===== config.mk =====
export PLATFORM = sky130hd
export DESIGN_NAME = frame_deframer_crc16_check_core_flat
export DESIGN_NICKNAME = d
export VERILOG_FILES = /design/src/rtl/fdc_pkg.sv /design/src/rtl/fdc_if.sv /design/src/rtl/frame_deframer_crc16_check_core.sv /design/src/flat_wrapper.sv
export VERILOG_INCLUDE_DIRS = /design/src /design/src/rtl
export SDC_FILE = /design/constraint.sdc
export NUM_CORES = 1
export LEC_CHECK = 0
export BUFFER_PORTS_ARGS = -buffer_cell sky130_fd_sc_hd__buf_2
export CORE_MARGIN = 5
export CORE_UTILIZATION = 50
export DETAILED_ROUTE_END_ITERATION = 6
export GPL_TIMING_DRIVEN = 0
export PLACE_DENSITY = 0.73
export SYNTH_ARGS = -nofsm -noshare
export SYNTH_HDL_FRONTEND = slang
export SYNTH_SLANG_ARGS = --single-unit

===== constraint.sdc =====
create_clock -name clk -period 13.45 [get_ports clk]
set_input_delay 2.69 -clock clk [delete_from_list [all_inputs] [get_ports clk]]
set_output_delay 2.69 -clock clk [all_outputs]
set_load 0.03 [all_outputs]

===== src/rtl/frame_deframer_crc16_check_core_defines.svh =====
// Assertion macros shared by the deframer RTL.
// FDC_ASSERT checks a property while reset is low.
// FDC_ASSERT_ALWAYS checks a property at every rising clock edge, reset included.
`ifndef FRAME_DEFRAMER_CRC16_CHECK_CORE_DEFINES_SVH
`define FRAME_DEFRAMER_CRC16_CHECK_CORE_DEFINES_SVH

`ifndef SYNTH
`define FDC_ASSERT(lbl, clock, reset, prop, msg) \
  lbl: assert property (@(posedge clock) disable iff (reset) prop) else $error(msg);
`define FDC_ASSERT_ALWAYS(lbl, clock, prop, msg) \
  lbl: assert property (@(posedge clock) prop) else $error(msg);
`else
`define FDC_ASSERT(lbl, clock, reset, prop, msg)
`define FDC_ASSERT_ALWAYS(lbl, clock, prop, msg)
`endif

`endif


===== src/rtl/fdc_pkg.sv =====
package fdc_pkg;

  // Frame layout
  localparam int unsigned HDR_LEN = 13;
  localparam int unsigned CRC_LEN = 2;
  localparam int unsigned POS_W = 9;
  localparam logic [POS_W-1:0] POS_MAX = 9'd511;

  // CRC-16/CCITT-FALSE
  localparam logic [15:0] CRC_INIT = 16'hFFFF;
  localparam logic [15:0] CRC_POLY = 16'h1021;

  // Status codes
  localparam logic [2:0] ST_OK        = 3'd0;
  localparam logic [2:0] ST_BAD_LEN   = 3'd1;
  localparam logic [2:0] ST_TOO_LARGE = 3'd2;
  localparam logic [2:0] ST_CRC       = 3'd3;
  localparam logic [2:0] ST_VERSION   = 3'd4;
  localparam logic [2:0] ST_TYPE      = 3'd5;
  localparam logic [2:0] ST_FLAGS     = 3'd6;

  // Configuration register map (index = paddr / 4)
  localparam int unsigned CFG_ADDR_W = 5;
  localparam logic [2:0] REG_VERSION   = 3'd0;
  localparam logic [2:0] REG_DATA_TYPE = 3'd1;
  localparam logic [2:0] REG_ACK_TYPE  = 3'd2;
  localparam logic [2:0] REG_FLAG_MASK = 3'd3;
  localparam logic [2:0] REG_MAX_PAY   = 3'd4;

  typedef logic [7:0] byte_t;

  typedef struct packed {
    logic        is_summary;
    logic [7:0]  payload_byte;
    logic [2:0]  status;
    logic [7:0]  frame_flags;
    logic [7:0]  frame_type;
    logic [7:0]  hop_limit;
    logic [15:0] network_number;
    logic [15:0] source_number;
    logic [15:0] dest_number;
    logic [15:0] sequence_number;
    logic [7:0]  payload_length;
  } result_t;

  // One byte of CRC update, MSB first
  function automatic logic [15:0] crc_byte(input logic [15:0] crc, input logic [7:0] b);
    logic [15:0] c;
    c = crc ^ {b, 8'h00};
    for (int k = 0; k < 8; k++) begin
      if (c[15]) begin
        c = {c[14:0], 1'b0} ^ CRC_POLY;
      end else begin
        c = {c[14:0], 1'b0};
      end
    end
    return c;
  endfunction

endpackage


===== src/rtl/fdc_if.sv =====
// Byte stream into the deframer
interface fdc_byte_if;
  logic       valid;
  logic       ready;
  logic [7:0] data_byte;
  logic       last_byte;

  modport source (output valid, output data_byte, output last_byte, input ready);
  modport sink (input valid, input data_byte, input last_byte, output ready);
endinterface

// Result items out of the deframer
interface fdc_result_if;
  logic        valid;
  logic        ready;
  logic        is_summary;
  logic [7:0]  payload_byte;
  logic [2:0]  status;
  logic [7:0]  frame_flags;
  logic [7:0]  frame_type;
  logic [7:0]  hop_limit;
  logic [15:0] network_number;
  logic [15:0] source_number;
  logic [15:0] dest_number;
  logic [15:0] sequence_number;
  logic [7:0]  payload_length;

  modport source (
    output valid, output is_summary, output payload_byte, output status,
    output frame_flags, output frame_type, output hop_limit, output network_number,
    output source_number, output dest_number, output sequence_number,
    output payload_length, input ready
  );
  modport sink (
    input valid, input is_summary, input payload_byte, input status,
    input frame_flags, input frame_type, input hop_limit, input network_number,
    input source_number, input dest_number, input sequence_number,
    input payload_length, output ready
  );
endinterface


===== src/rtl/frame_deframer_crc16_check_core.sv =====
// Frame deframer with CRC-16/CCITT-FALSE check. Takes up to one frame byte per
// cycle on rx_bytes (last_byte marks the final byte) and checks a 13-byte
// header, the payload length and a little-endian CRC over header and payload.
// Each payload byte comes out at once as a tentative item (is_summary = 0);
// after the last byte one summary item follows with the header fields and a
// status (0 ok, 1 bad length, 2 payload too large, 3 crc, 4 version, 5 type,
// 6 flags). Every byte is handled in the cycle it is accepted, and its items
// enter a FIFO_DEPTH-entry result queue, from which results shows them in
// order. rx_bytes.ready is high whenever the queue has room for two items,
// so a byte is taken every cycle as long as results drains one item per
// cycle; a frame of N bytes never makes more than N items.
// Configuration registers (APB, byte address 4 * index) are to be written
// between frames; the block itself does not enforce this.
`include "frame_deframer_crc16_check_core_defines.svh"

module frame_deframer_crc16_check_core #(
  parameter int unsigned FIFO_DEPTH = 4
) (
  input  logic                          clk,
  input  logic                          rst,
  fdc_byte_if.sink                      rx_bytes,
  fdc_result_if.source                  results,
  input  logic                          psel,
  input  logic                          penable,
  input  logic                          pwrite,
  input  logic [fdc_pkg::CFG_ADDR_W-1:0] paddr,
  input  logic [31:0]                   pwdata,
  output logic [31:0]                   prdata,
  output logic                          pready
);
  import fdc_pkg::*;

  localparam int unsigned PTR_W = (FIFO_DEPTH > 1) ? $clog2(FIFO_DEPTH) : 1;
  localparam int unsigned CNT_W = $clog2(FIFO_DEPTH + 1);
  localparam logic [CNT_W-1:0] ROOM_LIMIT = CNT_W'(FIFO_DEPTH - 2);
  localparam logic [PTR_W-1:0] PTR_LAST = PTR_W'(FIFO_DEPTH - 1);

  // Configuration registers
  byte_t version_value;
  byte_t data_type_code;
  byte_t ack_type_code;
  byte_t allowed_flag_mask;
  byte_t max_payload;

  // Frame state
  logic [POS_W-1:0] byte_position;
  logic [15:0]      running_crc;
  byte_t            header_store [HDR_LEN];
  logic [15:0]      received_crc_store;

  logic [POS_W-1:0] byte_position_next;
  logic [15:0]      running_crc_next;
  byte_t            header_store_next [HDR_LEN];
  logic [15:0]      received_crc_store_next;

  // Result queue
  result_t          fifo [FIFO_DEPTH];
  logic [PTR_W-1:0] wr_ptr;
  logic [PTR_W-1:0] rd_ptr;
  logic [CNT_W-1:0] count;
  logic [PTR_W-1:0] wr_ptr_next;
  logic [PTR_W-1:0] rd_ptr_next;
  logic [CNT_W-1:0] count_next;

  logic             in_accept;
  logic             out_accept;
  logic             cfg_write;
  byte_t            din;
  byte_t            plen;
  logic [POS_W-1:0] payload_end;
  logic             in_payload;
  logic [2:0]       status_calc;
  result_t          pay_item;
  result_t          sum_item;
  result_t          first_item;
  logic [1:0]       push_n;
  logic [PTR_W-1:0] wr_ptr_inc;

  function automatic logic [PTR_W-1:0] ptr_inc(input logic [PTR_W-1:0] p);
    return (p == PTR_LAST) ? '0 : p + PTR_W'(1);
  endfunction

  assign pready     = 1'b1;
  assign cfg_write  = psel & penable & pwrite & pready;
  assign in_accept  = rx_bytes.valid & rx_bytes.ready;
  assign out_accept = results.valid & results.ready;
  assign din        = rx_bytes.data_byte;

  // Write configuration registers
  always_ff @(posedge clk) begin
    if (rst) begin
      version_value     <= 8'd1;
      data_type_code    <= 8'd0;
      ack_type_code     <= 8'd1;
      allowed_flag_mask <= 8'd0;
      max_payload       <= 8'd255;
    end else if (cfg_write) begin
      case (paddr[4:2])
        REG_VERSION:   version_value     <= pwdata[7:0];
        REG_DATA_TYPE: data_type_code    <= pwdata[7:0];
        REG_ACK_TYPE:  ack_type_code     <= pwdata[7:0];
        REG_FLAG_MASK: allowed_flag_mask <= pwdata[7:0];
        REG_MAX_PAY:   max_payload       <= pwdata[7:0];
        default: ;
      endcase
    end
  end

  // Read back configuration registers
  always_comb begin
    prdata = '0;
    case (paddr[4:2])
      REG_VERSION:   prdata[7:0] = version_value;
      REG_DATA_TYPE: prdata[7:0] = data_type_code;
      REG_ACK_TYPE:  prdata[7:0] = ack_type_code;
      REG_FLAG_MASK: prdata[7:0] = allowed_flag_mask;
      REG_MAX_PAY:   prdata[7:0] = max_payload;
      default:       prdata      = '0;
    endcase
  end

  // Advance the frame state by one byte
  always_comb begin
    plen = (byte_position == POS_W'(HDR_LEN - 1)) ? din : header_store[HDR_LEN-1];
    payload_end = POS_W'(HDR_LEN) + {1'b0, plen};
    in_payload  = (byte_position >= POS_W'(HDR_LEN)) && (byte_position < payload_end);

    for (int i = 0; i < HDR_LEN; i++) begin
      header_store_next[i] = (byte_position == POS_W'(i)) ? din : header_store[i];
    end

    if ((byte_position < POS_W'(HDR_LEN)) || in_payload) begin
      running_crc_next = crc_byte(running_crc, din);
    end else begin
      running_crc_next = running_crc;
    end

    received_crc_store_next = received_crc_store;
    if (byte_position == payload_end) begin
      received_crc_store_next[7:0] = din;
    end else if (byte_position == payload_end + POS_W'(1)) begin
      received_crc_store_next[15:8] = din;
    end

    byte_position_next = (byte_position != POS_MAX) ? byte_position + POS_W'(1)
                                                    : byte_position;
  end

  // Pick the frame status, highest priority first
  always_comb begin
    if (byte_position_next < POS_W'(HDR_LEN + CRC_LEN)) begin
      status_calc = ST_BAD_LEN;
    end else if (plen > max_payload) begin
      status_calc = ST_TOO_LARGE;
    end else if (byte_position_next != payload_end + POS_W'(CRC_LEN)) begin
      status_calc = ST_BAD_LEN;
    end else if (received_crc_store_next != running_crc_next) begin
      status_calc = ST_CRC;
    end else if (header_store_next[0] != version_value) begin
      status_calc = ST_VERSION;
    end else if ((header_store_next[2] != data_type_code) &&
                 (header_store_next[2] != ack_type_code)) begin
      status_calc = ST_TYPE;
    end else if ((header_store_next[1] & ~allowed_flag_mask) != 8'd0) begin
      status_calc = ST_FLAGS;
    end else begin
      status_calc = ST_OK;
    end
  end

  // Build the payload and summary items
  always_comb begin
    pay_item              = '0;
    pay_item.payload_byte = din;

    sum_item                 = '0;
    sum_item.is_summary      = 1'b1;
    sum_item.status          = status_calc;
    sum_item.frame_flags     = header_store_next[1];
    sum_item.frame_type      = header_store_next[2];
    sum_item.hop_limit       = header_store_next[3];
    sum_item.network_number  = {header_store_next[5], header_store_next[4]};
    sum_item.source_number   = {header_store_next[7], header_store_next[6]};
    sum_item.dest_number     = {header_store_next[9], header_store_next[8]};
    sum_item.sequence_number = {header_store_next[11], header_store_next[10]};
    sum_item.payload_length  = header_store_next[12];

    first_item = in_payload ? pay_item : sum_item;
    push_n     = in_accept ? ({1'b0, in_payload} + {1'b0, rx_bytes.last_byte}) : 2'd0;
  end

  // Update, hold or clear the frame state
  always_ff @(posedge clk) begin
    if (rst || (in_accept && rx_bytes.last_byte)) begin
      byte_position      <= '0;
      running_crc        <= CRC_INIT;
      received_crc_store <= '0;
      for (int i = 0; i < HDR_LEN; i++) begin
        header_store[i] <= '0;
      end
    end else if (in_accept) begin
      byte_position      <= byte_position_next;
      running_crc        <= running_crc_next;
      received_crc_store <= received_crc_store_next;
      for (int i = 0; i < HDR_LEN; i++) begin
        header_store[i] <= header_store_next[i];
      end
    end
  end

  // Queue pointers and fill count
  always_comb begin
    wr_ptr_inc  = ptr_inc(wr_ptr);
    wr_ptr_next = wr_ptr;
    case (push_n)
      2'd1:    wr_ptr_next = wr_ptr_inc;
      2'd2:    wr_ptr_next = ptr_inc(wr_ptr_inc);
      default: wr_ptr_next = wr_ptr;
    endcase
    rd_ptr_next = out_accept ? ptr_inc(rd_ptr) : rd_ptr;
    count_next  = count + CNT_W'(push_n) - CNT_W'(out_accept);
  end

  always_ff @(posedge clk) begin
    if (rst) begin
      wr_ptr <= '0;
      rd_ptr <= '0;
      count  <= '0;
    end else begin
      wr_ptr <= wr_ptr_next;
      rd_ptr <= rd_ptr_next;
      count  <= count_next;
    end
  end

  // Write up to two items into the queue
  always_ff @(posedge clk) begin
    for (int i = 0; i < FIFO_DEPTH; i++) begin
      if ((push_n != 2'd0) && (wr_ptr == PTR_W'(i))) begin
        fifo[i] <= first_item;
      end else if ((push_n == 2'd2) && (wr_ptr_inc == PTR_W'(i))) begin
        fifo[i] <= sum_item;
      end
    end
  end

  // Drive the channels
  assign rx_bytes.ready          = (count <= ROOM_LIMIT);
  assign results.valid           = (count != '0);
  assign results.is_summary      = fifo[rd_ptr].is_summary;
  assign results.payload_byte    = fifo[rd_ptr].payload_byte;
  assign results.status          = fifo[rd_ptr].status;
  assign results.frame_flags     = fifo[rd_ptr].frame_flags;
  assign results.frame_type      = fifo[rd_ptr].frame_type;
  assign results.hop_limit       = fifo[rd_ptr].hop_limit;
  assign results.network_number  = fifo[rd_ptr].network_number;
  assign results.source_number   = fifo[rd_ptr].source_number;
  assign results.dest_number     = fifo[rd_ptr].dest_number;
  assign results.sequence_number = fifo[rd_ptr].sequence_number;
  assign results.payload_length  = fifo[rd_ptr].payload_length;

  `FDC_ASSERT_ALWAYS(a_count_bound, clk, (rst || (count <= CNT_W'(FIFO_DEPTH))),
    "result queue overfilled")
  `FDC_ASSERT(a_summary_queued, clk, rst, (in_accept && rx_bytes.last_byte) |=> (count != '0),
    "summary item missing after last byte")
  `FDC_ASSERT(a_frame_cleared, clk, rst,
    (in_accept && rx_bytes.last_byte) |=> (byte_position == '0 && running_crc == CRC_INIT),
    "frame state not cleared after last byte")
  `FDC_ASSERT(a_pos_saturates, clk, rst,
    (in_accept && !rx_bytes.last_byte && byte_position == POS_MAX) |=>
      (byte_position == POS_MAX),
    "byte position wrapped")

endmodule


===== src/flat_wrapper.sv =====
// flat-port wrapper written by rule: the top's interface ports become plain ports
module frame_deframer_crc16_check_core_flat import fdc_pkg::*;
#(
  parameter int unsigned FIFO_DEPTH = 4
)
  (clk, rst, psel, penable, pwrite, paddr, pwdata, prdata, pready, rx_bytes_valid, rx_bytes_data_byte, rx_bytes_last_byte, rx_bytes_ready, results_valid, results_is_summary, results_payload_byte, results_status, results_frame_flags, results_frame_type, results_hop_limit, results_network_number, results_source_number, results_dest_number, results_sequence_number, results_payload_length, results_ready);
  fdc_byte_if rx_bytes_i ();
  fdc_result_if results_i ();
  input  logic clk;
  input  logic rst;
  input  logic psel;
  input  logic penable;
  input  logic pwrite;
  input  logic [fdc_pkg::CFG_ADDR_W-1:0] paddr;
  input  logic [31:0] pwdata;
  output logic [31:0] prdata;
  output logic pready;
  input wire logic [$bits(rx_bytes_i.valid)-1:0] rx_bytes_valid;
  input wire logic [$bits(rx_bytes_i.data_byte)-1:0] rx_bytes_data_byte;
  input wire logic [$bits(rx_bytes_i.last_byte)-1:0] rx_bytes_last_byte;
  output wire logic [$bits(rx_bytes_i.ready)-1:0] rx_bytes_ready;
  output wire logic [$bits(results_i.valid)-1:0] results_valid;
  output wire logic [$bits(results_i.is_summary)-1:0] results_is_summary;
  output wire logic [$bits(results_i.payload_byte)-1:0] results_payload_byte;
  output wire logic [$bits(results_i.status)-1:0] results_status;
  output wire logic [$bits(results_i.frame_flags)-1:0] results_frame_flags;
  output wire logic [$bits(results_i.frame_type)-1:0] results_frame_type;
  output wire logic [$bits(results_i.hop_limit)-1:0] results_hop_limit;
  output wire logic [$bits(results_i.network_number)-1:0] results_network_number;
  output wire logic [$bits(results_i.source_number)-1:0] results_source_number;
  output wire logic [$bits(results_i.dest_number)-1:0] results_dest_number;
  output wire logic [$bits(results_i.sequence_number)-1:0] results_sequence_number;
  output wire logic [$bits(results_i.payload_length)-1:0] results_payload_length;
  input wire logic [$bits(results_i.ready)-1:0] results_ready;
  assign rx_bytes_i.valid = rx_bytes_valid;
  assign rx_bytes_i.data_byte = rx_bytes_data_byte;
  assign rx_bytes_i.last_byte = rx_bytes_last_byte;
  assign rx_bytes_ready = rx_bytes_i.ready;
  assign results_valid = results_i.valid;
  assign results_is_summary = results_i.is_summary;
  assign results_payload_byte = results_i.payload_byte;
  assign results_status = results_i.status;
  assign results_frame_flags = results_i.frame_flags;
  assign results_frame_type = results_i.frame_type;
  assign results_hop_limit = results_i.hop_limit;
  assign results_network_number = results_i.network_number;
  assign results_source_number = results_i.source_number;
  assign results_dest_number = results_i.dest_number;
  assign results_sequence_number = results_i.sequence_number;
  assign results_payload_length = results_i.payload_length;
  assign results_i.ready = results_ready;
  frame_deframer_crc16_check_core #(.FIFO_DEPTH(FIFO_DEPTH)) u_core (.clk(clk), .rst(rst), .rx_bytes(rx_bytes_i), .results(results_i), .psel(psel), .penable(penable), .pwrite(pwrite), .paddr(paddr), .pwdata(pwdata), .prdata(prdata), .pready(pready));
endmodule

# Word level (Yosys, flattened, before mapping)
# Memories as Yosys holds them, arrays and structs flattened. A register that Yosys moved wholly into a read port is not among the register bits.
# Index checks and enable logic that the tools add are counted.
# word_totals
regBits	88
ram_bits	536
out_inout_bits	143
word_cells	219
n_memories	2
# op_classes
n_addsub	10
magnitude_cmp	6
n_eq_ne	33
mux	97
bitwise	32
reduce_logical	28
# mem_list
name	words	width	rd	rd_ports_with_merged_regs	write_ports	line	rtl
u_core.fifo	4	108	1	1	2	frame_deframer_crc16_check_core.sv:57	result_t fifo [FIFO_DEPTH];
u_core.header_store	13	8	13	0	13	frame_deframer_crc16_check_core.sv:48	byte_t header_store [HDR_LEN];
# ops
operator	count
$mux W108	7
$mux W8	29
$reduce_or A108 Y1	2
$mux W16	8
$mux W13	8
$eq A9 B4 Y1 const B	5
$pmux W8 S5	1
$eq A9 B3 Y1 const B	4
$mux W1	27
$ne A8 B8 Y1	3
$not A3 Y3	8
$mux W3	7
$add A9 B1 Y9 const B	2
$eq A9 B2 Y1 const B	2
$eq A9 B9 Y1	2
$lt A9 B4 Y1 const B	2
$or A1 B1 Y1	17
$mux W2	8
$ne A16 B16 Y1	1
$xor A16 B16 Y16	1
$eq A2 B2 Y1 const B	6
$logic_and A1 B1 Y1	11
$reduce_and A2 Y1	5
$add A4 B8 Y9 const A	1
other kinds (28)	39

# Depth between registers and ports, before layout
# Gate-level depths: netlist of the first run.
# depth
word_depth	36
depth_mapped	30
mapped_depth_nobuf	25

# Worst setup path after synthesis of the first run
# OpenSTA, ideal clock, no wires.
# synth_path
path_kind	input to register
from	input rx_bytes_data_byte[0]
to	memory u_core.fifo[3][0] in the netlist's numbering, enable pin
arrival_time_ns	8.666
required_ns	12.979
slack_ns	4.314
stages	19
n_path_buf	3
path_cell_list	clkbuf_1 mux2i_1 inv_1 ha_1 clkbuf_1 o311ai_0 xnor2_1 mux2i_1 ha_1 or4_1 o22ai_1 o21ai_1 inv_1 ha_1 nand2_1 ha_1 clkbuf_1 nand2_1 nand2_1
# synth_lines
item	line	rtl
start: declaration	flat_wrapper.sv:19	input wire logic [$bits(rx_bytes_i.data_byte)-1:0] rx_bytes_data_byte;
end: declaration	frame_deframer_crc16_check_core.sv:57	

==> qor.yml, run 1 <==
critPathLaunchType: "input port"
rsz0062_at_grt: "false"
clock.fmax_mhz: 97.43
yosys_warnings: 0
dp.cells: 3202
grt_pass1_wl_mm: 117.8
setup.worst_path.end: "u_core.fifo[2][3]"
crit_fanout: 10
static-leakage-power_nw: 12.09
synth_top_flop_cell: "edfxtp_1"
async_flop_share: 0
grt_start_max_net_pins: 59
fin_nets: 2590
area_growth_pct: 13.84
cts.sinks: 626
clockBufferDepth: 3
syn_avg_cell_area_um2: 12.80
drt-total-wl_mm: 77.81
maxSlewViolCount: 0
synthCells: 2268
path_depth: 24
postLayoutCellArea_um2: 33050
cp-end-kind: "flop"
cp.arrival_ps: 10600
dieArea_um2: 62970
setup_violations: 0
worstRegToRegCells: 29
synthesis.area_um2: 29030
path_cells: "clkbuf_1, mux2i_1, inv_1, ha_1, clkbuf_1, o311ai_0, xnor2_1, mux2i_1, ha_1, or4_1, o22ai_1, o21ai_1, inv_1, ha_1, nand2_1, ha_1, inv_1, and3_1, clkbuf_1, or2_2, clkbuf_1, clkbuf_1, buf_1, nor2_1"
worstSetupStartpoint: "rx_bytes_data_byte[1]"
tns_ps: 0
status: "completed"
core_area_um2: 57590
cts_buffers: 61
path_buf_inv: 9
clock-root-buffer: "clkbuf_16"
post_synth_num_cell_types: 70
drive_gt1_frac: 0.1611
hold_violations: 0
path_delay_family: "buffers and inverters"
place_congestion: 0.9239
cp_slowest_cell: "mux2i_1"
holdWs_ps: 479.7
critPathKind: "input port to flop"
cts_tree: "yes"
dr.pass1.iters: 5
wl_per_cell_um: 23.44
maxSlewHeadroom: 0.06582
reg2reg_to: "u_core.fifo[2][3]"
hpwlAfterDp_mm: 52.22
vias: 19475
crit_required_ps: 13790
ir_drop_mv: 0.1085
grt_pass1_vias: 19359
fin_skew_ps: 37.77
r2r_setup_slack_ps: 3650
synth-seq-cells: 626
min_from: "u_core.fifo[2][99]"
min_period_ps: 10260
synth-edff-count: 527
critPathMaxStageDelay_ps: 980
nFillCells: 4559
io_pins: 196
cts_resized: 0
ys_seq_area_frac: 0.6134
worstMarginPinSlew_ps: 1395
stdcell_count: 3319
powerDensity_nw_per_um2: 162.6
grt_usage: 0.2419
overflow: 0
postCtsSetupBuffers: 0
antenna_found_initial: 2
die_width_um: 250.9
antenna_left: 0
hold_path.class: "flop to flop"
start_util: 0.5041
clk_latency_ps: 650
r2r_start: "u_core.byte_position[1]"
io_buffers: 136
cts_htree_levels: 2
place_area_um2: 31020
holdBufCountCts: 0
power_mw: 5.374
max_cap_violations: 0
cp_common_cell: "clkbuf_1"
fin_crit_sh: 0.7631
die-height_um: 250.9
initialDrtViolationCount: 1862
clk_pin_slew_ps: 60
drc_errors: 0
rows: 88
avgViaCountPerCell: 5.868
[layout make-up]
class                   count  area (um2)  share of cell area
flip-flops and latches    626       17810              0.5388
multi-input cells        1443       10390              0.3145
clock buffers              82        1698             0.05138
well taps                 765       957.2             0.02896
repair buffers            146       913.4             0.02764
plain buffers             174       770.7             0.02332
clock inverters            33       317.8            0.009617
inverters                  48       185.2            0.005604
diodes                      2       5.005           0.0001514
[layer usage]
| layer | GRT usage | up-vias | part of all wire |
|---|---|---|---|
| met3 | 0.04604 | 148 | 0.080 |
| met2 | 0.4011 | 847 | 0.49 |
| met5 | 0 | - | 0 |
| met1 | 0.3273 | 9809 | 0.39 |
| met4 | 0.07672 | 0 | 0.033 |
| li1 | - | 8671 | - |
[where the power goes]
group	total, mW	switching, mW	internal [mW]
logic	1.33	0.864	0.466
clock network	1.71	0.745	0.967
registers	2.33	0.0511	2.28
total	5.37	1.66	3.71
[how the worst min path moves through the flow]
stage                                     to  slack (ps)  cells past startpoint
2_1_floorplan            u_core.fifo[2][107]         420                      2
3_3_place_gp             u_core.fifo[2][107]         430                      2
3_5_place_dp   u_core.received_crc_store[12]         460                      1
4_1_cts        u_core.received_crc_store[12]         480                      1
5_1_grt                  u_core.fifo[2][105]         500                      1
6_report                  u_core.fifo[2][99]         480                      1
[state kept, by name, indices dropped and copies added (netlist names), named ones only]
register                   cells
u_core.fifo                  432
u_core.header_store          104
u_core.received_crc_store     16
u_core.running_crc            16
u_core.byte_position           9
u_core.ack_type_code           8
u_core.allowed_flag_mask       8
u_core.data_type_code          8
u_core.max_payload             8
u_core.version_value           8
u_core.count                   3
u_core.rd_ptr                  2
u_core.wr_ptr                  2
[cell usage in the layout, fill, tap and decap left out, drive strengths merged, types with 11 or more instances in the layout]
cell and n:
conb 25, ha 36, nand3 19, nor2 598, buf 198, clkbuf 204
nor3 19, a31oi 11, clkinv 23, mux4 108, edfxtp 527, xnor2 70
a211o 12, nor4 16, o21ai 26, nand2 64, and3 11, dfxtp 99
mux2i 143, a22o 27, a21oi 44, xor2 27, mux2 14, inv 51
nor2b 15, a22oi 18, o22ai 16, and2 25
[cells in the mapped netlist (5+ instances only)]
cell type | number | area, um2
edfxtp_1 | 527 | 15830
ha_1 | 36 | 450.4
o22ai_1 | 16 | 100.1
o21ai_0 | 23 | 115.1
nor2_1 | 598 | 2245
mux4_2 | 108 | 2432
a211o_1 | 12 | 105.1
mux2i_1 | 142 | 1421
nand2_1 | 64 | 240.2
and2_1 | 25 | 156.4
dfxtp_1 | 99 | 1982
buf_4 | 25 | 187.7
nor3_1 | 17 | 85.08
nand3_1 | 19 | 95.09
clkbuf_1 | 122 | 457.9
and3_1 | 11 | 68.82
buf_1 | 21 | 78.83
xor2_1 | 27 | 236.5
a22o_1 | 27 | 236.5
a22oi_1 | 18 | 135.1
xnor2_1 | 70 | 613.1
mux2_2 | 14 | 157.7
nand4_1 | 7 | 43.79
or4_1 | 5 | 37.54
o22a_1 | 9 | 78.83
or3_1 | 9 | 56.30
inv_1 | 48 | 180.2
nor2b_1 | 15 | 93.84
nor4_1 | 15 | 93.84
a31oi_1 | 11 | 68.82
a211oi_1 | 7 | 52.55
nand2b_1 | 5 | 31.28
a21oi_1 | 44 | 220.2
[cell families after synthesis]
| group | count (synthesis) | synth area share |
|---|---|---|
| AO/OA/AOI/OAI | 207 | 0.04983 |
| XOR/XNOR | 98 | 0.03004 |
| adder cells (fa/ha/maj) | 37 | 0.01621 |
| buffers and inverters | 222 | 0.03263 |
| flip-flops | 626 | 0.6134 |
| multiplexers | 265 | 0.1390 |
| other | 2 | 0.0002587 |
| AND/OR/NAND/NOR | 811 | 0.1186 |
[per-stage QoR]
step	utilization	setup slack, ps
floorplan	-	4314
global placement	0.5340	822.5
detailed placement	0.5387	2462
CTS	0.5737	3105
global route	0.5738	2909
finish	0.5739	3186
No activity file was read; power rests on OpenSTA's default activity.
==> run 2: changes to the inputs <==
==> constraint.sdc (replaced) <==
create_clock -name clk -period 9.9 [get_ports clk]
set_input_delay 1.98 -clock clk [delete_from_list [all_inputs] [get_ports clk]]
set_output_delay 1.98 -clock clk [all_outputs]
set_load 0.03 [all_outputs]
==> qor.yml, run 2 (synthesis results as in run 1) <==
io_buffers: 136
met1_usage: 0.3274
cts_tree: "yes"
hold_violations: 0
antenna_found_initial: 2
power_mw: 7.304
hpwlAfterDp_mm: 52.22
ir_drop_mv: 0.1480
postLayoutCellArea_um2: 33050
antenna_left: 0
cts_buffers: 61
layout_top_registers: "u_core.fifo (432), u_core.header_store (104)"
grt_pass1_vias: 19363
avgViaCountPerCell: 5.873
dp.cells: 3202
cp_slowest_cell: "mux2i_4"
maxSlewViolCount: 0
clock-root-buffer: "clkbuf_16"
io_pins: 196
wl_per_cell_um: 23.43
top_usage_layer: "met2"
cp_common_cell: "ha_1"
max_cap_violations: 0
maxSlewHeadroom: 0.06929
drc_errors: 0
min_from: "u_core.fifo[2][99]"
regMostFlops: "u_core.fifo"
rsz0062_at_grt: "false"
stdcell_count: 3318
dpl_worst_slack_ps: -378.3
start_util: 0.5041
place_area_um2: 31020
static-leakage-power_nw: 12.09
holdWs_ps: 479.4
rows: 88
grt_util_met2: 0.4013
die-height_um: 250.9
powerDensity_nw_per_um2: 221.0
overflow: 0
area_growth_pct: 13.86
initialDrtViolationCount: 1932
status: "completed"
grt_pass1_wl_mm: 117.9
place_congestion: 0.9239
clk_pin_slew_ps: 70
crit_required_ps: 10240
grt_usage: 0.2420
vias: 19485
worstSetupStartpoint: "u_core.byte_position[1]"
fin_nets: 2589
drive_gt1_frac: 0.1611
clockBufferDepth: 3
min_period_ps: 9017
die_width_um: 250.9
register_area_um2: 17810
layout_common_cells: "nor2_1, edfxtp_1, buf_2, mux2i_1, clkbuf_1"
dr.pass1.iters: 5
nFillCells: 4558
grt_start_max_net_pins: 59
clk_latency_ps: 650
r2r_setup_slack_ps: 880
cp-end-kind: "flop"
cts.sinks: 626
setup_violations: 0
critPathMaxStageDelay_ps: 630
hold_path.class: "flop to flop"
cts_htree_levels: 2
clock.fmax_mhz: 110.9
fin_skew_ps: 37.58
critPathKind: "flop to flop"
use_met3: 0.04604
core_area_um2: 57590
multi_input_area_um2: 10400
largest_reg_flops: 432
worstMarginPinSlew_ps: 1390
r2r_start: "u_core.byte_position[1]"
holdBufCountCts: 0
reg2reg_to: "u_core.fifo[2][3]"
drt-total-wl_mm: 77.75
critPathLaunchType: "flop"
setup.worst_path.end: "u_core.fifo[2][3]"
cp.arrival_ps: 9360
dieArea_um2: 62970
crit_fanout: 11
setup_slack_ps: 882.6
layout_commonest_cell: "nor2_1"
fin_crit_sh: 0.9108
worstRegToRegCells: 28
run 2: changes by cell type in the layout (fill, tap and decap cells not counted), sizes merged:
cell / previous run / this run
clkbuf: 204 / 203
run 2: worst max-delay path: cells and delay by family, from the launching register on:
kind                     cells  cell delay, ps
AO/OA/AOI/OAI                3            1010
XOR/XNOR                     1             170
adder cells (fa/ha/maj)      5            1090
buffers and inverters       10            3280
flip-flops                   1             400
multiplexers                 2             860
AND/OR/NAND/NOR              7            1870
run 2: how the worst min path moves through the flow:
stage | end | slack [ps] | cells after the start
5_1_grt | u_core.fifo[2][105] | 500 | 1
3_5_place_dp | u_core.received_crc_store[12] | 460 | 1
3_3_place_gp | u_core.fifo[2][107] | 430 | 2
2_1_floorplan | u_core.fifo[2][107] | 420 | 2
4_1_cts | u_core.received_crc_store[12] | 480 | 1
6_report | u_core.fifo[2][99] | 480 | 1
run 2: where the power goes:
group	internal, mW	total (mW)	switching [mW]
sequential	3.10	3.17	0.0696
clock	1.31	2.33	1.01
combinational	0.634	1.81	1.17
total	5.05	7.30	2.26
run 2: stage by stage:
step | utilization | TNS, ps
floorplan | - | 0
global placement | 0.5340 | -822590
detailed placement | 0.5387 | -3632
CTS | 0.5738 | 0
global route | 0.5739 | 0
finish | 0.5740 | 0
run 2: area by class of cell:
type,count,share of cell area
inverter,48,0.005603
sequential,626,0.5388
antenna,2,0.0001514
multi-input combinational,1443,0.3147
clock buffer,82,0.05137
buffer,173,0.02321
timing repair buffer,146,0.02763
tap,765,0.02896
clock inverter,33,0.009615
run 2: per-layer routing:
metal	part of all wire	wire, um
met1	0.39	30610
met2	0.49	38110
met3	0.083	6429
met4	0.033	2604
met5	0	0
run 2: timing repair:
action / CTS / global route
endpoints found under the setup margin: 10 / 10
gates cloned: 0 / 0
pin swaps: 0 / 0
resized for setup: 1 / 1
setup buffers: 0 / 0
